--- src/sv/phs_pkg.sv ---
`default_nettype none
// ----------------------------------------------------------------------------
// phs_pkg: shared types and constants of the pair key hash set
// Action and status codes, hash constants and the request queue entry.
// ----------------------------------------------------------------------------
package phs_pkg;

	localparam int KEY_W       = 15;
	localparam int SUM_W       = 29;
	localparam int CNT_W       = 5;
	localparam int HASH_MUL_A  = 10001;
	localparam int HASH_MUL_B  = 7;
	localparam int FULL_MARGIN = 3;

	localparam logic [1:0] ACT_LOOKUP = 2'd0;
	localparam logic [1:0] ACT_INSERT = 2'd1;
	localparam logic [1:0] ACT_CLEAR  = 2'd2;

	typedef enum logic [2:0] {
		ST_ABSENT  = 3'd0,
		ST_PRESENT = 3'd1,
		ST_INSERTED = 3'd2,
		ST_ALREADY = 3'd3,
		ST_FULL    = 3'd4,
		ST_INVALID = 3'd5,
		ST_CLEARED = 3'd6
	} status_t;

	typedef struct packed {
		logic [1:0]       action;
		logic             bad_key;
		logic [KEY_W-1:0] key_a;
		logic [KEY_W-1:0] key_b;
		logic [SUM_W-1:0] sum;
	} item_t;

endpackage
`default_nettype wire

--- src/sv/phs_queue.sv ---
`default_nettype none
// ----------------------------------------------------------------------------
// phs_queue: two-entry request queue
// Decouples intake from the table walk.
// ----------------------------------------------------------------------------
module phs_queue (
	input  wire logic          clk,
	input  wire logic          arst_n,
	input  wire logic          push,
	input  phs_pkg::item_t     push_item,
	input  wire logic          pop,
	output phs_pkg::item_t     head,
	output logic               full,
	output logic               empty
);
	import phs_pkg::*;

	item_t      mem_q [2];
	logic       wr_q;
	logic       rd_q;
	logic [1:0] cnt_q;

	assign full  = cnt_q == 2'd2;
	assign empty = cnt_q == 2'd0;
	assign head  = mem_q[rd_q];

	always_ff @(posedge clk or negedge arst_n) begin
		if (!arst_n) begin
			wr_q  <= 1'b0;
			rd_q  <= 1'b0;
			cnt_q <= 2'd0;
		end else begin
			if (push) begin
				wr_q <= ~wr_q;
			end
			if (pop) begin
				rd_q <= ~rd_q;
			end
			if (push && !pop) begin
				cnt_q <= cnt_q + 2'd1;
			end else if (pop && !push) begin
				cnt_q <= cnt_q - 2'd1;
			end
		end
	end

	always_ff @(posedge clk) begin
		if (push) begin
			mem_q[wr_q] <= push_item;
		end
	end

endmodule
`default_nettype wire

--- config.mk ---
export PLATFORM = sky130hd
export DESIGN_NAME = phs_queue
export DESIGN_NICKNAME = d
export VERILOG_FILES = /design/src/sv/phs_pkg.sv /design/src/sv/phs_queue.sv
export SDC_FILE = /design/constraint.sdc
export NUM_CORES = 1
export LEC_CHECK = 0
export ABC_AREA = 1
export ABC_CLOCK_PERIOD_IN_PS = 5700
export BUFFER_PORTS_ARGS = -buffer_cell sky130_fd_sc_hd__buf_2
export CAP_MARGIN = 10
export CORE_AREA = 2 2 99 101
export DETAILED_ROUTE_END_ITERATION = 8
export DIE_AREA = 0 0 101 103
export HOLD_SLACK_MARGIN = 0.02
export PLACE_DENSITY = 0.81
export REMOVE_ABC_BUFFERS = 1
export SYNTH_ARGS = -nofsm -noshare
export SYNTH_HDL_FRONTEND = slang
export SYNTH_SLANG_ARGS = --single-unit
--- constraint.sdc ---
create_clock -name clk -period 5.7 [get_ports clk]
set_input_delay 1.14 -clock clk [delete_from_list [all_inputs] [get_ports clk]]
set_output_delay 1.14 -clock clk [all_outputs]
set_load 0.01 [all_outputs]
---- Yosys cells after proc, flatten, opt, wreduce, memory -nomap -nowiden ----
Memory sizes are Yosys's and may differ from the RTL's.
Index checks and enable logic that the tools add are counted.
word-level totals
  register bits ........................... 4
  memories ................................ 1
  logic and storage cells ................. 19
  output and inout port bits .............. 64
  memory bits (writable) .................. 124
  bits of input ports ..................... 66
cells by class
  muxes and demuxes ....................... 4
  equal/unequal tests ..................... 1
  bitwise logic cells ..................... 2
  reductions and logical operators ........ 6
  add/sub/neg operators ................... 2
memories
  name   depth  width  read ports  clocked after Yosys merged registers in  write ports  RTL line         text
  mem_q  2      62     1           0                                        1            phs_queue.sv:18  item_t mem_q [2];
operators with widths
  kind                                               count
  two-way mux 2 bit                                  2
  adder 2 x 1 -> 2 bit (second input constant)       1
  equality test 2 bit (second input constant)        1
  logical AND 1 bit                                  2
  zero test 1 bit                                    2
  zero test 2 bit                                    1
  two-way mux 1 bit                                  2
  NOT 1 bit                                          2
  nonzero test 2 bit                                 1
  subtractor 2 x 1 -> 2 bit (second input constant)  1

---- Longest topological paths before layout ----
Gate-level depths: netlist of the first run.
  depth in word-level cells ............... 4
  depth in mapped cells ................... 7
  mapped depth without buffers ............ 7

---- Least setup slack after synthesis of the first run ----
OpenSTA, ideal clock, no wires.
  path kind ............................... input to register
  start ................................... input port push
  end ..................................... memory mem_q[0][0] in the netlist's numbering (enable)
  data required time ...................... 5.216 ns
  arrival ................................. 3.781 ns
  setup time .............................. 0.484 ns
  stages .................................. 2
  path buffers ............................ 0
  setup slack ............................. 1.436 ns
  cell sequence ........................... inv_1 nor2_1
on the way
  cells in the longest elaborated chain, start to end .. 2
RTL lines
  element                                  RTL line         text
  start: declaration                       phs_queue.sv:9   input wire logic push,
  two-way mux 1 bit                        phs_queue.sv:48  if (push) begin
  two-way mux 1 bit (implied by the code)  phs_queue.sv:49  mem_q[wr_q] <= push_item;
  end: declaration                         phs_queue.sv:18
No other way between the ends.

==> results of run 1 <==
state kept, by name, summed over array words and instances (netlist names):
| signal | flops |
|---|---|
| mem_q | 124 |
| cnt_q | 2 |
| rd_q | 1 |
| wr_q | 1 |
placed cells by master (no fill, tap or decap):
cell / n
inv_1: 6
buf_4: 3
dfrtp_4: 1
nand2_1: 5
nand4_1: 1
clkinvlp_4: 2
dfrtp_1: 3
nor2_4: 1
mux2_4: 59
clkbuf_16: 16
buf_2: 129
nor2_1: 2
nand3_1: 1
edfxtp_1: 124
ha_1: 1
clkinv_4: 1
clkinv_2: 6
inv_2: 1
clkbuf_8: 1
bufinv_16: 3
xor2_1: 2
mux2_2: 3
clkbuf_1: 2
xnor2_1: 1
path summary, 6_finish.rpt:
path                               end  slack (ns)
setup / recovery              head[59]        2.08
hold / removal                cnt_q[1]        0.43
setup reg to reg           mem_q[0][8]        3.53
hold reg to reg               cnt_q[1]        0.53
max in group asynchronous         rd_q        5.12
min in group clk              cnt_q[1]        0.53
final cells by class:
| type | instances | area share |
|---|---|---|
| clock inverter | 12 | 0.0231 |
| clock buffer | 19 | 0.0676 |
| multi-input combinational | 76 | 0.161 |
| inverter | 7 | 0.00421 |
| sequential | 128 | 0.614 |
| timing repair buffer | 132 | 0.107 |
| tap | 114 | 0.0229 |
per-stage QoR:
stage	util	cell area [sq um]	hold slack, ns	instances	power, W
finish	0.659	6240	0.432	488	0.00327
global route	0.659	6240	0.398	488	0.00342
CTS	0.659	6240	0.402	488	0.00331
detailed placement	0.600	5670	0.514	457	0.00228
global placement	0.600	5670	0.480	457	0.00226
floorplan	-	4850	0.463	211	0.00202
per-layer routing:
layer	global-route usage	part of all wire	wire length [um]	up-vias
li1	-	-	-	1136
met5	0	0	0	-
met1	0.194	0.42	3400	1195
met4	0.0811	0.014	110	0
met3	0.0631	0.060	489	8
met2	0.249	0.51	4090	89
cell families after synthesis:
kind of cell	Yosys count	synth area share
xor gates and xnor gates	3	0.00528
adders and majority gates	1	0.00251
buffers and inverters	14	0.0317
DFF	128	0.768
muxes	62	0.185
and+or+nand+nor	10	0.00829
power by group:
group	internal, W	switching [W]	total, W
sequential	0.00125	0.000128	0.00138
clock	0.000658	0.000369	0.00103
combinational	0.000475	0.000387	0.000861
total	0.00239	0.000884	0.00327
==> flow_summary_export.csv, run 1 <==
group,metric,value,unit
outcome,status,"finished clean",
cells_and_area,area_growth,25.2,%
detailed_routing,postRouteAntennaNets,0,
synthesis,yosys_warnings,0,
timing,relSlewSlack,0.254,
cells_and_area,drive_above_1_share,0.604,
detailed_routing,wl_per_cell,16.6,um
placement,dp_slack,2.57,ns
clock_tree,clockBufferDepth,2,
synthesis,synth_top_area_share,0.748,
timing,min_period,3.62,ns
timing,timing.final.ws_setup,2.08,ns
clock_tree,cts_tree,"yes",
critical_path,slowest_stage,"dfrtp_4",
cells_and_area,diodes,0,
critical_path,cp_data_arrival_time,2.48,ns
clock_tree,numCtsBuffers,17,
detailed_routing,drc_errors,0,
critical_path,r2r_start,"wr_q",
synthesis,yosys-top-cells-area,"edfxtp_1 75%, mux2_4 18%, buf_12 2.4%",
cells_and_area,multi_input_area,1010,sq um
critical_path,crit_family,"flip-flops",
detailed_routing,drt_wl_total,8100,um
critical_path,critPathMaxStageDelay,0.90,ns
global_route,track_usage,0.159,
synthesis,netlist_area,4980,sq um
timing,worstMarginPinSlew,1.12,ns
critical_path,crit_chain,"buf_4 -> mux2_2 -> buf_2",
critical_path,worstRegToRegCells,2,
placement,place_congestion,0.667,
synthesis,synth.avg_cell_area,22.8,sq um
detailed_routing,vias,2428,
synthesis,ys_seq_area_frac,0.768,
synthesis,synth_cell_type_count,14,
global_route,overflow,0,
synthesis,synth_most_common_cell,"edfxtp_1",
timing,max_freq,276,MHz
global_route,grt_pass1_wl,11800,um
timing,setup_viol,0,
cells_and_area,register_area,3830,sq um
critical_path,cp.required,4.56,ns
critical_path,crit_start,"rd_q",
detailed_routing,drt-pass1-iter-count,4,
die,io_pins,130,
pwr,leakage,2.58,nW
critical_path,path_class,"register to output port",
critical_path,cp-end-kind,"output port",
die,initial_utilization,0.527,
critical_path,worst-path-stages,3,
clock_tree,clock-root-buffer,"clkbuf_8",
synthesis,synthTopCellsByCount,"124 x edfxtp_1, 59 x mux2_4, 7 x inv_1, 6 x buf_12, 5 x nand2_1",
timing,layout_worst_path_cycle_share,0.635,
global_route,grt_start_max_net_pins,46,
clock_tree,cts_setup_buffers,0,
clock_tree,htree_num_levels,4,
die,fp.dieH,103,um
clock_tree,cts_hold_buf,0,
clock_tree,clock_latency,0.50,ns
die,core-area,9460,sq um
detailed_routing,drt_iter0_drc,76,
critical_path,cp-start-kind,"register",
synthesis,synth_edf_count,124,
die,rows,36,
die,die_width,101,um
cells_and_area,nNetsFinal,429,
timing,rsz0062_at_grt,"no",
clock_tree,cts.repair.resized,0,
synthesis,async_flop_share,0.0313,
detailed_routing,vias_per_cell,4.98,
clock_tree,clk_pin_slew_worst_paths,0.06,ns
timing,hold_violations,0,
pwr,p_per_area,524,nW/um^2
critical_path,path_max_fanout,40,
clock_tree,cts_num_sinks,128,
synthesis,synth_flop_cell,"edfxtp_1",
synthesis,yosysTopAreaCell,"edfxtp_1",
placement,dpl.hpwl,5110,um
synthesis,syn_inst,218,
cells_and_area,n_fill_cell,650,
global_route,antenna_found_initial,0,
pwr,irDropWorstVdd,0.460,mV
placement,port_buffers,129,
synthesis,ys_ff_latch,128,
timing,drv_slew,0,
critical_path,cp.buffers_inverters,2,
timing,skew,0.00856,ns
global_route,grt_pass1_vias,2425,
run,drv_cap,0,
min_path,hold_class,"input port to asynchronous set/reset pin",
die,die_area,10400,sq um
timing,setup_tns,0,ns
No activity file was read; power rests on OpenSTA's default activity.
==> run 2, diff against run 1 <==
ABC_AREA = 0   (was 1)
ABC_CLOCK_PERIOD_IN_PS = 3390   (was 5700)
CORE_AREA = 2 2 101 103   (was 2 2 99 101)
DIE_AREA = 0 0 103 105   (was 0 0 101 103)
PLACE_DENSITY = 0.78   (was 0.81)
clock period = 3.39 ns   (was 5.7 ns; I/O delays follow)
==> flow_summary_export.csv, run 2 <==
group,metric,value,unit
clock_tree,cts_tree,"yes",
clock_tree,cts_setup_buffers,0,
detailed_routing,vias,2398,
clock_tree,clock_latency,0.51,ns
synthesis,ys_ff_latch,128,
cells_and_area,nNetsFinal,421,
clock_tree,cts_num_sinks,128,
placement,dp_slack,1.07,ns
cells_and_area,most-common-layout-cells,"129 x buf_2, 124 x edfxtp_1, 59 x mux2_4, 16 x clkbuf_16, 5 x clkinv_4",
cells_and_area,fin_area,6290,sq um
die,fp.dieH,105,um
detailed_routing,vias_per_cell,4.79,
synthesis,yosys-top-cells-area,"edfxtp_1 75%, mux2_4 18%, buf_12 2.4%",
timing,min_period,2.84,ns
detailed_routing,wl_per_cell,15.8,um
timing,drv_slew,0,
placement,placed_area,5690,sq um
global_route,overflow,0,
timing,skew,0.0107,ns
global_route,use_met3,0.0736,
pwr,power_frac_seq,0.415,
synthesis,synth_flop_cell,"edfxtp_1",
global_route,met2_usage,0.256,
pwr,leakage,2.57,nW
synthesis,syn_inst,209,
cells_and_area,area_growth,26.8,%
critical_path,crit_family,"flip-flops",
cells_and_area,final_cells,501,
synthesis,synth_edf_count,124,
global_route,grt_busiest_layer,"met2",
cells_and_area,largest-register,"mem_q",
critical_path,path_max_fanout,36,
min_path,min_to,"mem_q[1][13]",
pwr,p_per_area,878,nW/um^2
min_path,hp-start,"push_item[13]",
critical_path,reg2reg_to,"mem_q[1][6]",
critical_path,path_class,"register to output port",
pwr,irDropWorstVdd,0.412,mV
cells_and_area,drive_above_1_share,0.619,
synthesis,synth_top_area_share,0.751,
die,core-area,9640,sq um
critical_path,r2r_start,"wr_q",
clock_tree,clockBufferDepth,2,
clock_tree,cts_hold_buf,1,
synthesis,yosysTopAreaCell,"edfxtp_1",
detailed_routing,drt_wl_total,7910,um
placement,place_congestion,0.665,
critical_path,r2r_slack,1.81,ns
critical_path,cp.buffers_inverters,2,
cells_and_area,largest_reg_flops,124,
synthesis,async_flop_share,0.0313,
detailed_routing,postRouteAntennaNets,0,
placement,port_buffers,129,
min_path,min_path_cells,1,
pwr,p_comb_frac,0.269,
timing,setup_viol,0,
cells_and_area,reg_top3,"mem_q (124), cnt_q (2)",
detailed_routing,drt-pass1-iter-count,4,
placement,dpl.hpwl,5110,um
pwr,switching_power,0.00148,W
detailed_routing,drc_errors,0,
global_route,grt_pass1_vias,2464,
cells_and_area,n_fill_cell,713,
global_route,grtUsageMet1,0.170,
clock_tree,clock-root-buffer,"clkbuf_8",
detailed_routing,drt_iter0_drc,93,
die,die_width,103,um
timing,hold_violations,0,
timing,layout_worst_path_cycle_share,0.838,
timing,max_freq,352,MHz
critical_path,cp-end-kind,"output port",
synthesis,synth.avg_cell_area,23.7,sq um
synthesis,netlist_area,4960,sq um
synthesis,synthTopCellsByCount,"124 x edfxtp_1, 59 x mux2_4, 6 x buf_12, 4 x dfrtp_1, 4 x xor2_1",
min_path,hold_class,"input port to register",
global_route,antenna_found_initial,1,
critical_path,slowest_stage,"dfrtp_4",
cells_and_area,layout_commonest_cell,"buf_2",
global_route,grt_pass1_wl,12100,um
die,io_pins,130,
global_route,grt_start_max_net_pins,63,
die,rows,36,
pwr,p_clk_frac,0.316,
pwr,p_int,0.00404,W
critical_path,crit_chain,"buf_12 -> mux2_2 -> buf_2",
timing,worstMarginPinSlew,0.846,ns
clock_tree,htree_num_levels,4,
outcome,status,"finished clean",
critical_path,cp.required,2.71,ns
die,die_area,10800,sq um
synthesis,yosys_warnings,0,
clock_tree,clk_pin_slew_worst_paths,0.06,ns
critical_path,worstRegToRegCells,1,
timing,timing.final.ws_setup,0.550,ns
synthesis,synth_cell_type_count,13,
global_route,track_usage,0.155,
run,drv_cap,0,
clock_tree,cts.repair.resized,0,
synthesis,ys_seq_area_frac,0.771,
critical_path,cp_data_arrival_time,2.16,ns
synthesis,synth_most_common_cell,"edfxtp_1",
critical_path,critPathMaxStageDelay,0.78,ns
pwr,swShare,0.269,
timing,rsz0062_at_grt,"no",
clock_tree,numCtsBuffers,17,
die,initial_utilization,0.515,
critical_path,cp-start-kind,"register",
timing,relSlewSlack,0.436,
placement,placedCellCount,467,
-- run 2: how the worst max path moves through the flow --
stage / from / end / slack (ns) / cells past startpoint
6_report: rd_q / head[54] / 0.55 / 3
5_1_grt: rd_q / head[54] / 0.43 / 3
4_1_cts: rd_q / head[54] / 0.51 / 3
3_5_place_dp: rd_q / head[54] / 1.07 / 3
3_3_place_gp: rd_q / head[55] / 1.08 / 3
2_1_floorplan: push / mem_q[0][0] / -0.51 / 1
-- run 2: kinds of logic (layout without fill, tap and decap cells) --
logic type / Yosys count / in the layout / synth area share
xor+xnor: 5 / 5 / 0.00883
buf+inv: 8 / 166 / 0.0272
other cells: 0 / 1 / 0
flops: 128 / 128 / 0.771
simple gates: 5 / 5 / 0.00530
mux: 62 / 62 / 0.185
fa+ha+maj: 1 / 1 / 0.00252
-- run 2: layout make-up --
| cell class | instances | area [sq um] | share of cell area |
|---|---|---|---|
| flip-flops and latches | 128 | 3830 | 0.609 |
| multi-input cells | 73 | 1010 | 0.161 |
| repair buffers | 133 | 691 | 0.110 |
| clock buffers | 18 | 418 | 0.0665 |
| clock inverters | 14 | 168 | 0.0267 |
| well taps | 133 | 166 | 0.0265 |
| inverters | 1 | 3.75 | 0.000597 |
| diodes | 1 | 2.50 | 0.000398 |
-- run 2: metrics by stage --
step | total power, W | hold slack (ns) | TNS (ns) | util
after floorplan | 0.00339 | 0.382 | -32.11 | -
after global placement | 0.00380 | 0.470 | 0 | 0.590
after detailed placement | 0.00383 | 0.476 | 0 | 0.590
after CTS | 0.00560 | 0.332 | 0 | 0.652
after global routing | 0.00579 | 0.325 | 0 | 0.652
final | 0.00552 | 0.359 | 0 | 0.652
-- run 2: routing by layer --
layer / vias to the layer above / wire length, um
met2: 87 / 4150
met5: - / 0
met3: 11 / 615
met4: 0 / 91
met1: 1179 / 3060
li1: 1121 / -
-- run 2: power by group through the flow --
| stage | Sequential [W] | Clock (W) | Combinational (W) |
|---|---|---|---|
| final | 0.00229 | 0.00174 | 0.00149 |
| after global routing | 0.00232 | 0.00186 | 0.00160 |
| after global placement | 0.00230 | 0 | 0.00150 |
| after detailed placement | 0.00233 | 0 | 0.00151 |
| after floorplan | 0.00237 | 0 | 0.00102 |
| after CTS | 0.00230 | 0.00178 | 0.00152 |
