`src/sv/phs_pkg.sv`:
```
`default_nettype none
// ----------------------------------------------------------------------------
// phs_pkg: shared types and constants of the pair key hash set
// Action and status codes, hash constants and the request queue entry.
// ----------------------------------------------------------------------------
package phs_pkg;

	localparam int KEY_W       = 15;
	localparam int SUM_W       = 29;
	localparam int CNT_W       = 5;
	localparam int HASH_MUL_A  = 10001;
	localparam int HASH_MUL_B  = 7;
	localparam int FULL_MARGIN = 3;

	localparam logic [1:0] ACT_LOOKUP = 2'd0;
	localparam logic [1:0] ACT_INSERT = 2'd1;
	localparam logic [1:0] ACT_CLEAR  = 2'd2;

	typedef enum logic [2:0] {
		ST_ABSENT  = 3'd0,
		ST_PRESENT = 3'd1,
		ST_INSERTED = 3'd2,
		ST_ALREADY = 3'd3,
		ST_FULL    = 3'd4,
		ST_INVALID = 3'd5,
		ST_CLEARED = 3'd6
	} status_t;

	typedef struct packed {
		logic [1:0]       action;
		logic             bad_key;
		logic [KEY_W-1:0] key_a;
		logic [KEY_W-1:0] key_b;
		logic [SUM_W-1:0] sum;
	} item_t;

endpackage
`default_nettype wire

```
`src/sv/phs_front.sv`:
```
`default_nettype none
// ----------------------------------------------------------------------------
// phs_front: request intake
// Checks key signs and forms the unreduced hash sum, one request per cycle while not busy.
// ----------------------------------------------------------------------------
module phs_front (
	input  wire logic          clk,
	input  wire logic          arst_n,
	input  wire logic          start,
	output logic               busy,
	input  wire logic [1:0]    action,
	input  wire logic [15:0]   key_a,
	input  wire logic [15:0]   key_b,
	output phs_pkg::item_t     push_item,
	output logic               push,
	input  wire logic          q_full
);
	import phs_pkg::*;

	logic  valid_s1;
	item_t item_s1;
	logic  take;

	assign busy      = valid_s1 & q_full;
	assign take      = start & ~busy;
	assign push      = valid_s1 & ~q_full;
	assign push_item = item_s1;

	always_ff @(posedge clk or negedge arst_n) begin
		if (!arst_n) begin
			valid_s1 <= 1'b0;
		end else if (take) begin
			valid_s1 <= 1'b1;
		end else if (push) begin
			valid_s1 <= 1'b0;
		end
	end

	always_ff @(posedge clk) begin
		if (take) begin
			item_s1.action  <= action;
			item_s1.bad_key <= key_a[15] | key_b[15];
			item_s1.key_a   <= key_a[KEY_W-1:0];
			item_s1.key_b   <= key_b[KEY_W-1:0];
			item_s1.sum     <= SUM_W'(key_a[KEY_W-1:0]) * SUM_W'(HASH_MUL_A)
				+ SUM_W'(key_b[KEY_W-1:0]) * SUM_W'(HASH_MUL_B);
		end
	end

endmodule
`default_nettype wire

```
`config.mk`:
```
export PLATFORM = sky130hd
export DESIGN_NAME = phs_front
export DESIGN_NICKNAME = d
export VERILOG_FILES = /design/src/sv/phs_pkg.sv /design/src/sv/phs_front.sv
export SDC_FILE = /design/constraint.sdc
export NUM_CORES = 1
export LEC_CHECK = 0
export BUFFER_PORTS_ARGS = -buffer_cell sky130_fd_sc_hd__clkbuf_2
export CORE_MARGIN = 2
export CORE_UTILIZATION = 55
export CTS_BUF_LIST = sky130_fd_sc_hd__clkbuf_16
export DETAILED_ROUTE_END_ITERATION = 8
export GPL_TIMING_DRIVEN = 1
export PLACE_DENSITY = 0.84
export SLEW_MARGIN = 15
export SYNTH_ARGS = -nofsm -noshare
export SYNTH_HDL_FRONTEND = slang
export SYNTH_SLANG_ARGS = --single-unit
```
`constraint.sdc`:
```
create_clock -name clk -period 4.3 [get_ports clk]
set_clock_uncertainty 0.15 [all_clocks]
set_input_delay 0.43 -clock clk [delete_from_list [all_inputs] [get_ports clk]]
set_output_delay 0.43 -clock clk [all_outputs]
set_load 0.05 [all_outputs]
```
# Word level (Yosys, flattened, before mapping)
# Cells that the tools add are included.
# op_classes
addsub	1
multipliers	2
muxes	2
n_bitwise	6
n_reduce_logical	1
# ops
op	count
$add A29 B18 Y29	1
$mul A15 B14 Y29 const B	1
$mul A15 B3 Y18 const B	1
$and A1 B1 Y1	3
$mux W1	2
$not A1 Y1	2
$reduce_bool A2 Y1	1
$or A1 B1 Y1	1
# totals
register_bits	63
inputBits	38
out_inout_bits	64
wordCells	18

# Longest topological paths before layout
# Gate-level depths: netlist of the first run.
# logic_depth
word_depth	4
mapped_depth	20
mapped_depth_nobuf	19

# Least setup slack after synthesis of the first run
# No wires, ideal clock.
# synth_timing
path_kind	input to register
startpoint	in key_b[12]
endpoint	reg item_s1 (netlist bit push_item[25]), data pin
setup_time_ns	0.260
arrival_time_ns	4.886
t_required_ns	3.890
setup_slack_ns	-0.995
stages	18
n_path_buf	1
cell_sequence	inv_1 fa_1 inv_1 fa_1 fa_1 fa_1 inv_1 fa_1 fa_1 inv_1 ha_1 buf_2 a21oi_1 o22ai_1 o311ai_0 o311a_1 o21ai_2 xor2_1
# synth_between
elab_chain_cells	2
# synth_rtl
item	line_no	rtl
start, declared	phs_front.sv:13	input wire logic [15:0] key_b,
$mul A15 B3 Y18	phs_front.sv:46	+ SUM_W'(key_b[KEY_W-1:0]) * SUM_W'(HASH_MUL_B);
$add A29 B18 Y29	phs_front.sv:46	
end, declared	phs_front.sv:21	item_t item_s1;
# Every way passes these cells.
# A chain may end at the register's enable or synchronous reset.

# Worst setup path after layout of the first run
# layout_timing
startpoint	in key_b[7]
endpoint	reg item_s1 (netlist bit push_item[15]), data pin
# The elaborated chain is that of the path after synthesis.

==> results of run 1 <==
[synth_stat cells (all sizes together), types with 4 or more instances]
cell,instances
buf,6
xnor2,18
nand4,5
nor2,14
a21oi,27
o21ai,16
ha,117
edfxtp,62
nand3,8
a211oi,7
nand2,24
xor2,6
nor2b,4
fa,81
inv,151
[layout make-up]
type	count	area [sq um]
multi-input cells	371	4780
fillers	665	2720
flip-flops and latches	63	1890
repair buffers	227	1550
inverters	151	584
clock buffers	9	225
well taps	147	184
clock inverters	6	30.0
[what timing repair did]
action                     CTS  global route
pin swaps                   24            31
hold buffers                 1             0
hold endpoints to repair     1             0
resized for setup           54            56
buffers inserted             3             6
setup endpoints to repair   21            21
[registers in the layout, indices dropped and copies added, names as in the netlist]
name and count:
push_item 62, valid_s1 1
[per-stage QoR]
step / cells / utilization [%]
2_1_floorplan: 594 / -
3_3_place_gp: 950 / 70.4
3_5_place_dp: 950 / 70.4
4_1_cts: 968 / 75.2
5_1_grt: 974 / 77.3
6_report: 974 / 77.3
[routing by layer]
layer  routed length (microns)  up-vias
met5                         0        -
met4                       794        0
met3                      1200       72
met2                      9530      246
met1                      7330     2668
li1                          -     2416
[worst max-delay path: cells and delay by family]
family / cells / cell delay (ns)
adders and majority gates: 7 / 2.55
buffers and inverters: 9 / 0.93
xor gates and xnor gates: 1 / 0.14
AOI/OAI and AO/OA: 5 / 1.06
[kinds of logic (layout without fill, tap and decap cells)]
logic type / Yosys count / count (layout) / synth area share (%)
AOI/OAI and AO/OA: 83 / 83 / 8.61
xor gates and xnor gates: 24 / 24 / 3.13
adders and majority gates: 198 / 198 / 46.0
buffers and inverters: 160 / 393 / 9.30
DFF: 63 / 63 / 28.1
and+or+nand+nor: 66 / 66 / 4.90
[how the worst min path moves through the flow]
stage                    endpoint      start  depth (start not counted)  slack [ns]
floorplan                valid_s1     arst_n                          0       -0.02
global placement         valid_s1     arst_n                          1        0.05
detailed placement       valid_s1     arst_n                          1        0.06
CTS                 push_item[60]  action[0]                          1        0.11
global route        push_item[60]  action[0]                          1        0.10
finish              push_item[60]  action[0]                          1        0.11
==> results.py, run 1 <==
metrics = {
    "synth": {
        "synth.distinct_cells": 52,
        "syn-cell-area_sq_mm": 0.00671,
        "yosys.area.top_type_share_pct": 27.7,
        "ys_ff_latch": 63,
        "ys_seq_area_share_pct": 28.1,
        "synthTopCellsByArea": "edfxtp_1 (28%), fa_1 (24%), ha_1 (22%)",
        "synth_area_leader_cell": "edfxtp_1",
        "ys.flop_type": "edfxtp_1",
        "async_flop_share_pct": 1.59,
        "synth_edf_count": 62,
        "synth_cells": 594,
        "avgSynthCellArea_sq_um": 11.3,
        "mappedNetlistNets": 830,
        "ys_warn_count": 0,
    },
    "die": {
        "die_area_sq_mm": 0.0131,
        "core-area_sq_mm": 0.0120,
        "rows": 40,
        "initial_utilization_pct": 56.1,
        "die_w_microns": 114,
        "ioPinCount": 102,
        "dieHeight_microns": 114,
    },
    "layout": {
        "final_area_sq_mm": 0.00925,
        "final_layout_size_suffix_gt1_share_pct": 42.3,
        "area_growth_pct": 37.7,
        "final_cell_mix": "inv_1 (128), buf_4 (108), clkbuf_2 (97)",
        "layout_commonest_cell": "inv_1",
        "diodes": 0,
        "fin_nets": 1059,
    },
    "worst_setup_path": {
        "arrival_ns": 5.10,
        "worstSetupStartpoint": "key_b[7]",
        "slowest_delay_ns": 0.55,
        "worst_path_max_delay_cell": "fa_1",
        "start_kind": "input pin",
        "ff2ff_path_depth": 3,
        "ff2ff_setup_slack_ns": 2.02,
        "cp-end-kind": "flip-flop",
        "path_max_fanout": 3,
        "path_cells": "buf_8 > clkinvlp_4 > buf_6 > fa_1 > inv_1 > ha_2 > inv_2 > fa_1 > inv_2 > fa_1 > inv_2 > fa_1 > inv_1 > ha_4 > ha_4 > a21o_1 > buf_4 > a221oi_2 > o21ai_1 > a31o_2 > a21oi_2 > xnor2_1",
        "r2r_end": "push_item[18]",
        "path_class": "in2reg",
        "cp.required_ns": 4.22,
        "regToRegStartpoint": "valid_s1",
        "crit_end": "push_item[15]",
        "crit_top_cell": "fa_1",
    },
    "global_routing": {
        "overflow": 0,
        "grtUsageMet1_pct": 33.4,
        "grt.total_usage_pct": 28.1,
        "grt_pass1_wl_mm": 28.0,
        "antenna_found_initial": 0,
        "grt_pass1_vias": 5677,
        "grt_max_degree": 44,
        "globalRouteMet2Util_pct": 48.5,
        "met3_usage_pct": 5.77,
        "busiest_layer": "met2",
    },
    "sta": {
        "fmax_ghz": 0.193,
        "finalWorstSetupSlack_ns": -0.885,
        "worst_pin_slew_ns": 0.735,
        "hold_viol": 0,
        "hold_slack_ns": 0.106,
        "setup_viol": 20,
        "slew_viol_final": 0,
        "fin_crit_sh_pct": 121,
        "rsz0062_at_grt": "true",
        "max-slew-margin-rel_pct": 50.9,
        "fin_crit_ns": 5.18,
        "tns_ns": -12.56,
    },
    "status": {
        "status": "finished, violations left",
        "failed_checks": "negative setup slack",
    },
    "detailed_routing": {
        "viasPerCell": 5.55,
        "drt_iter0_drc": 396,
        "post_drt_wl_per_cell_microns": 19.4,
        "vias": 5402,
        "drtAntennaViolNets": 0,
        "wirelength_mm": 18.8,
        "route.detailed.drc": 0,
        "drt-pass1-iter-count": 5,
    },
    "flow_run": {
        "drv_cap": 0,
    },
    "place": {
        "pre_cts_slack_ns": -1.27,
        "gp_congestion": 0.890,
        "hpwl_mm": 13.0,
        "port-buffer-count": 101,
        "dpl-instance-area_sq_mm": 0.00842,
    },
    "clock_network": {
        "clock_latency_ns": 0.34,
        "clkTransAtPathRegs_ns": 0.06,
        "clockRootBuffer": "clkbuf_16",
        "cts_max_level": 3,
        "clockBufferDepth": 2,
        "cts_tree": "built",
        "numCtsBuffers": 9,
        "clock-sinks": 63,
    },
    "min_path": {
        "hp-class": "in2reg",
    },
}
Power of run 1 is not shown: default switching activity piles up to over one toggle a cycle in this logic, so the estimate is an artifact.
==> run 2, diff against run 1 <==
CAP_MARGIN = 10   (was unset)
HOLD_SLACK_MARGIN = 0.12   (was unset)
==> run 2 against run 1 <==
  * The run still ends with negative setup slack left
  * Via count increased by 0.81%
  * Highest routed layer unchanged
  * Non-clock buffer count rose by 4
  * Flip-flop and latch count stayed put
  * Wire length grew 2.2%
  * First-iteration DRC count grew 0.51%
  * Global-route usage is the same
  * Die area did not move
  * Final cell count is 0.41% higher
  * Critical endpoint is now push_item[25]
==> results.py, run 2 (synthesis gave the netlist of run 1 again) <==
metrics = {
    "sta": {
        "fin_crit_ns": 5.15,
        "fin_crit_sh_pct": 120,
        "worst_pin_slew_ns": 0.737,
        "fmax_ghz": 0.194,
        "rsz0062_at_grt": "true",
        "finalWorstSetupSlack_ns": -0.847,
        "hold_viol": 0,
        "slew_viol_final": 0,
        "max-slew-margin-rel_pct": 50.8,
        "setup_viol": 20,
    },
    "clock_network": {
        "numCtsBuffers": 9,
        "clock_latency_ns": 0.34,
        "clockRootBuffer": "clkbuf_16",
        "clock-sinks": 63,
        "clkTransAtPathRegs_ns": 0.06,
        "cts_max_level": 3,
        "cts_tree": "built",
        "clockBufferDepth": 2,
    },
    "status": {
        "failed_checks": "negative setup slack",
        "status": "finished, violations left",
    },
    "place": {
        "hpwl_mm": 13.0,
        "port-buffer-count": 101,
        "dp_cells": 950,
        "dpl-instance-area_sq_mm": 0.00842,
        "gp_congestion": 0.890,
    },
    "detailed_routing": {
        "dr.max_layer_used": "met4",
        "post_drt_wl_per_cell_microns": 19.7,
        "drt-pass1-iter-count": 5,
        "wl_met3_mm": 1.11,
        "drtAntennaViolNets": 0,
        "wl_met2_mm": 9.87,
        "wl_met1_mm": 7.51,
        "drt_iter0_drc": 398,
        "wirelength_mm": 19.3,
        "route.detailed.drc": 0,
        "vias": 5446,
        "viasPerCell": 5.57,
    },
    "die": {
        "core-area_sq_mm": 0.0120,
        "initial_utilization_pct": 56.1,
        "dieHeight_microns": 114,
        "rows": 40,
        "ioPinCount": 102,
        "die_area_sq_mm": 0.0131,
        "die_w_microns": 114,
    },
    "worst_setup_path": {
        "path_max_fanout": 6,
        "worst_path_max_delay_cell": "fa_1",
        "cp_top_family": "adder cells",
        "cp.required_ns": 4.24,
        "slowest_delay_ns": 0.54,
        "cp-end-kind": "flip-flop",
        "path_class": "in2reg",
        "start_kind": "input pin",
        "path_buf_inv": 9,
        "arrival_ns": 5.09,
        "path_cells": "buf_8 > clkinvlp_4 > buf_6 > fa_1 > inv_1 > ha_2 > inv_2 > fa_1 > inv_2 > fa_1 > inv_2 > fa_1 > inv_2 > ha_4 > ha_4 > buf_4 > o21a_1 > o21a_1 > o22ai_2 > o311a_1 > o21ai_2 > xor2_1",
    },
    "global_routing": {
        "overflow": 0,
        "grt_pass1_vias": 5677,
        "grt.total_usage_pct": 28.1,
        "antenna_found_initial": 0,
        "grt_pass1_wl_mm": 28.0,
        "grt_max_degree": 44,
    },
    "layout": {
        "final_layout_size_suffix_gt1_share_pct": 42.1,
        "area_growth_pct": 38.3,
        "layout.cells.non_filler": 978,
        "diodes": 0,
        "largest_reg_flops": 62,
        "layout_commonest_cell": "inv_1",
        "final_cell_mix": "inv_1 (128), buf_4 (108), clkbuf_2 (97)",
        "fin_nets": 1063,
        "final_area_sq_mm": 0.00929,
    },
    "min_path": {
        "hp-class": "in2reg",
    },
    "flow_run": {
        "drv_cap": 0,
    },
}
## run 2: area by class of cell
class                      instances  area [sq um]
multi-input combinational        371          4780
fill                             659          2680
sequential                        63          1890
timing repair buffer             231          1590
inverter                         151           584
clock buffer                       9           225
tap                              147           184
clock inverter                     6          30.0
## run 2: path summary, 6_finish.rpt
path | cells after the start | end | slack, ns | from
setup / recovery | 22 | push_item[25] | -0.85 | key_b[7]
hold / removal | 1 | push_item[39] | 0.13 | key_b[10]
setup reg to reg | 3 | push_item[18] | 2.03 | valid_s1
hold reg to reg | 2 | valid_s1 | 0.54 | valid_s1
max in group asynchronous | 2 | valid_s1 | 3.66 | arst_n
min in group asynchronous | 2 | valid_s1 | 0.25 | arst_n
## run 2: repair_timing
action,4_1_cts,5_1_grt
gates resized for setup,54,56
hold buffers,3,2
hold endpoints to repair,3,2
pin swaps,24,31
setup endpoints to repair,21,21
setup buffers,3,6
## run 2: routing by layer
layer	track usage [%]	up-vias
li1	-	2424
met1	33.4	2729
met2	48.5	227
met3	5.77	66
met4	13.6	0
met5	0	-
## run 2: per-stage QoR
step	setup WS (ns)	TNS (ns)	hold WS, ns	util (%)
floorplan	-0.859	-10.23	-0.0156	-
global placement	-1.12	-17.87	0.0541	70.4
detailed placement	-1.27	-20.13	0.0569	70.4
CTS	-0.804	-10.76	0.130	75.3
global route	-0.918	-14.29	0.134	77.6
finish	-0.847	-12.48	0.135	77.6
Power of run 2 is left out for the same reason.
==> run 3, diff against run 2 <==
clock period = 6.3 ns   (was 4.3 ns; I/O delays follow)
==> run 3 against run 2 <==
  * The flow now finishes without violations
  * Wire length is 26% lower
  * Sequential share of layout area grew 4.2 points
  * Highest routed layer unchanged
  * Register-to-register slack improved by 2.4 ns
  * Largest cell class unchanged
  * Final cell count fell by 13%
  * Flip-flop and latch count did not move
  * Die area did not move
==> results.py, run 3 (synthesis gave the netlist of run 1 again) <==
metrics = {
    "die": {
        "die_w_microns": 114,
        "die_area_sq_mm": 0.0131,
        "core-area_sq_mm": 0.0120,
        "rows": 40,
        "ioPinCount": 102,
        "dieHeight_microns": 114,
        "initial_utilization_pct": 56.1,
    },
    "worst_setup_path": {
        "cp.required_ns": 6.23,
        "ff2ff_setup_slack_ns": 4.46,
        "path_class": "in2reg",
        "arrival_ns": 5.51,
        "slowest_delay_ns": 0.55,
        "cp-end-kind": "flip-flop",
        "path_max_fanout": 8,
        "worst_path_max_delay_cell": "fa_1",
        "start_kind": "input pin",
        "crit_top_cell": "fa_1",
        "path_cells": "clkbuf_2 > inv_1 > fa_1 > inv_1 > fa_1 > fa_1 > fa_1 > inv_1 > fa_1 > fa_1 > inv_1 > ha_1 > a21oi_1 > o22ai_1 > o311ai_0 > o311a_1 > o21ai_2 > xor2_1",
        "path_buf_inv": 5,
        "cp_top_family": "adder cells",
    },
    "layout": {
        "layout_commonest_cell": "inv_1",
        "diodes": 0,
        "final_cell_mix": "inv_1 (151), ha_1 (117), clkbuf_2 (101)",
        "largest_reg_flops": 62,
        "fin_nets": 935,
        "final_layout_size_suffix_gt1_share_pct": 18.9,
        "area_growth_pct": 14.4,
    },
    "clock_network": {
        "clockBufferDepth": 2,
        "cts.hold.buffers_added": 1,
        "cts_tree": "built",
        "post_cts_buffers": 0,
        "cts_max_level": 3,
        "cts-resized-gates": 0,
        "numCtsBuffers": 9,
        "clockRootBuffer": "clkbuf_16",
        "clock_latency_ns": 0.33,
        "clkTransAtPathRegs_ns": 0.05,
        "clock-sinks": 63,
    },
    "min_path": {
        "hp-class": "in2reg",
    },
    "status": {
        "status": "completed",
    },
    "place": {
        "hpwl_mm": 11.6,
        "port-buffer-count": 101,
        "gp_congestion": 0.901,
    },
    "sta": {
        "fin_crit_sh_pct": 88.5,
        "fin_crit_ns": 5.58,
        "slew_viol_final": 0,
        "rsz0062_at_grt": "false",
        "max-slew-margin-rel_pct": 47.2,
        "worst_pin_slew_ns": 0.792,
        "fmax_ghz": 0.179,
        "hold_viol": 0,
        "setup_viol": 0,
        "tns_ns": 0,
    },
    "detailed_routing": {
        "drtAntennaViolNets": 0,
        "vias": 4605,
        "post_drt_wl_per_cell_microns": 16.7,
        "viasPerCell": 5.41,
        "drt_iter0_drc": 287,
        "wirelength_mm": 14.2,
        "drt-pass1-iter-count": 5,
        "route.detailed.drc": 0,
    },
    "global_routing": {
        "grt.total_usage_pct": 22.8,
        "grt_pass1_wl_mm": 22.8,
        "antenna_found_initial": 0,
        "overflow": 0,
        "grt_max_degree": 63,
        "grt_pass1_vias": 4761,
    },
    "flow_run": {
        "drv_cap": 0,
    },
}
[run 3: cell count changes in the layout (fill, tap and decap cells not counted), moves of 17 or more]
cell,change
buf_4,-107
inv_1,+23
ha_1,+24
buf_6,-17
ha_4,-23
inv_2,-19
[run 3: worst paths after layout]
kind | from | to | cells past startpoint
worst max-delay path | key_b[12] | push_item[25] | 18
worst min-delay path | action[0] | push_item[60] | 1
worst max register to register | valid_s1 | push_item[42] | 3
worst min register to register | valid_s1 | valid_s1 | 2
max in group asynchronous | arst_n | valid_s1 | 2
min in group asynchronous | arst_n | valid_s1 | 2
[run 3: per-stage QoR]
| step | instance area (sq um) | setup slack (ns) | util, % | hold slack (ns) | cells |
|---|---|---|---|---|---|
| finish | 7680 | 0.724 | 64.2 | 0.318 | 851 |
| global route | 7680 | 0.486 | 64.2 | 0.311 | 851 |
| CTS | 7680 | 0.707 | 64.2 | 0.310 | 851 |
| detailed placement | 7360 | 0.353 | 61.5 | 0.256 | 834 |
| global placement | 7360 | 0.519 | 61.5 | 0.255 | 834 |
| floorplan | 6710 | 0.805 | - | 0.184 | 594 |
[run 3: cell type report]
cell class | instances | area, sq um
clock buffers | 9 | 225
clock inverters | 7 | 86.3
fillers | 875 | 4280
inverters | 151 | 567
multi-input cells | 371 | 4210
flip-flops and latches | 63 | 1890
well taps | 147 | 184
repair buffers | 103 | 523
[run 3: routing by layer]
layer  up-vias  part of all wire [%]  GRT usage [%]
met4         0                   1.7           8.37
met1      2254                    42           29.6
met2       153                    50           37.9
met5         -                     0              0
li1       2170                     -              -
met3        28                   6.0           4.98
Power of run 3 is left out for the same reason.
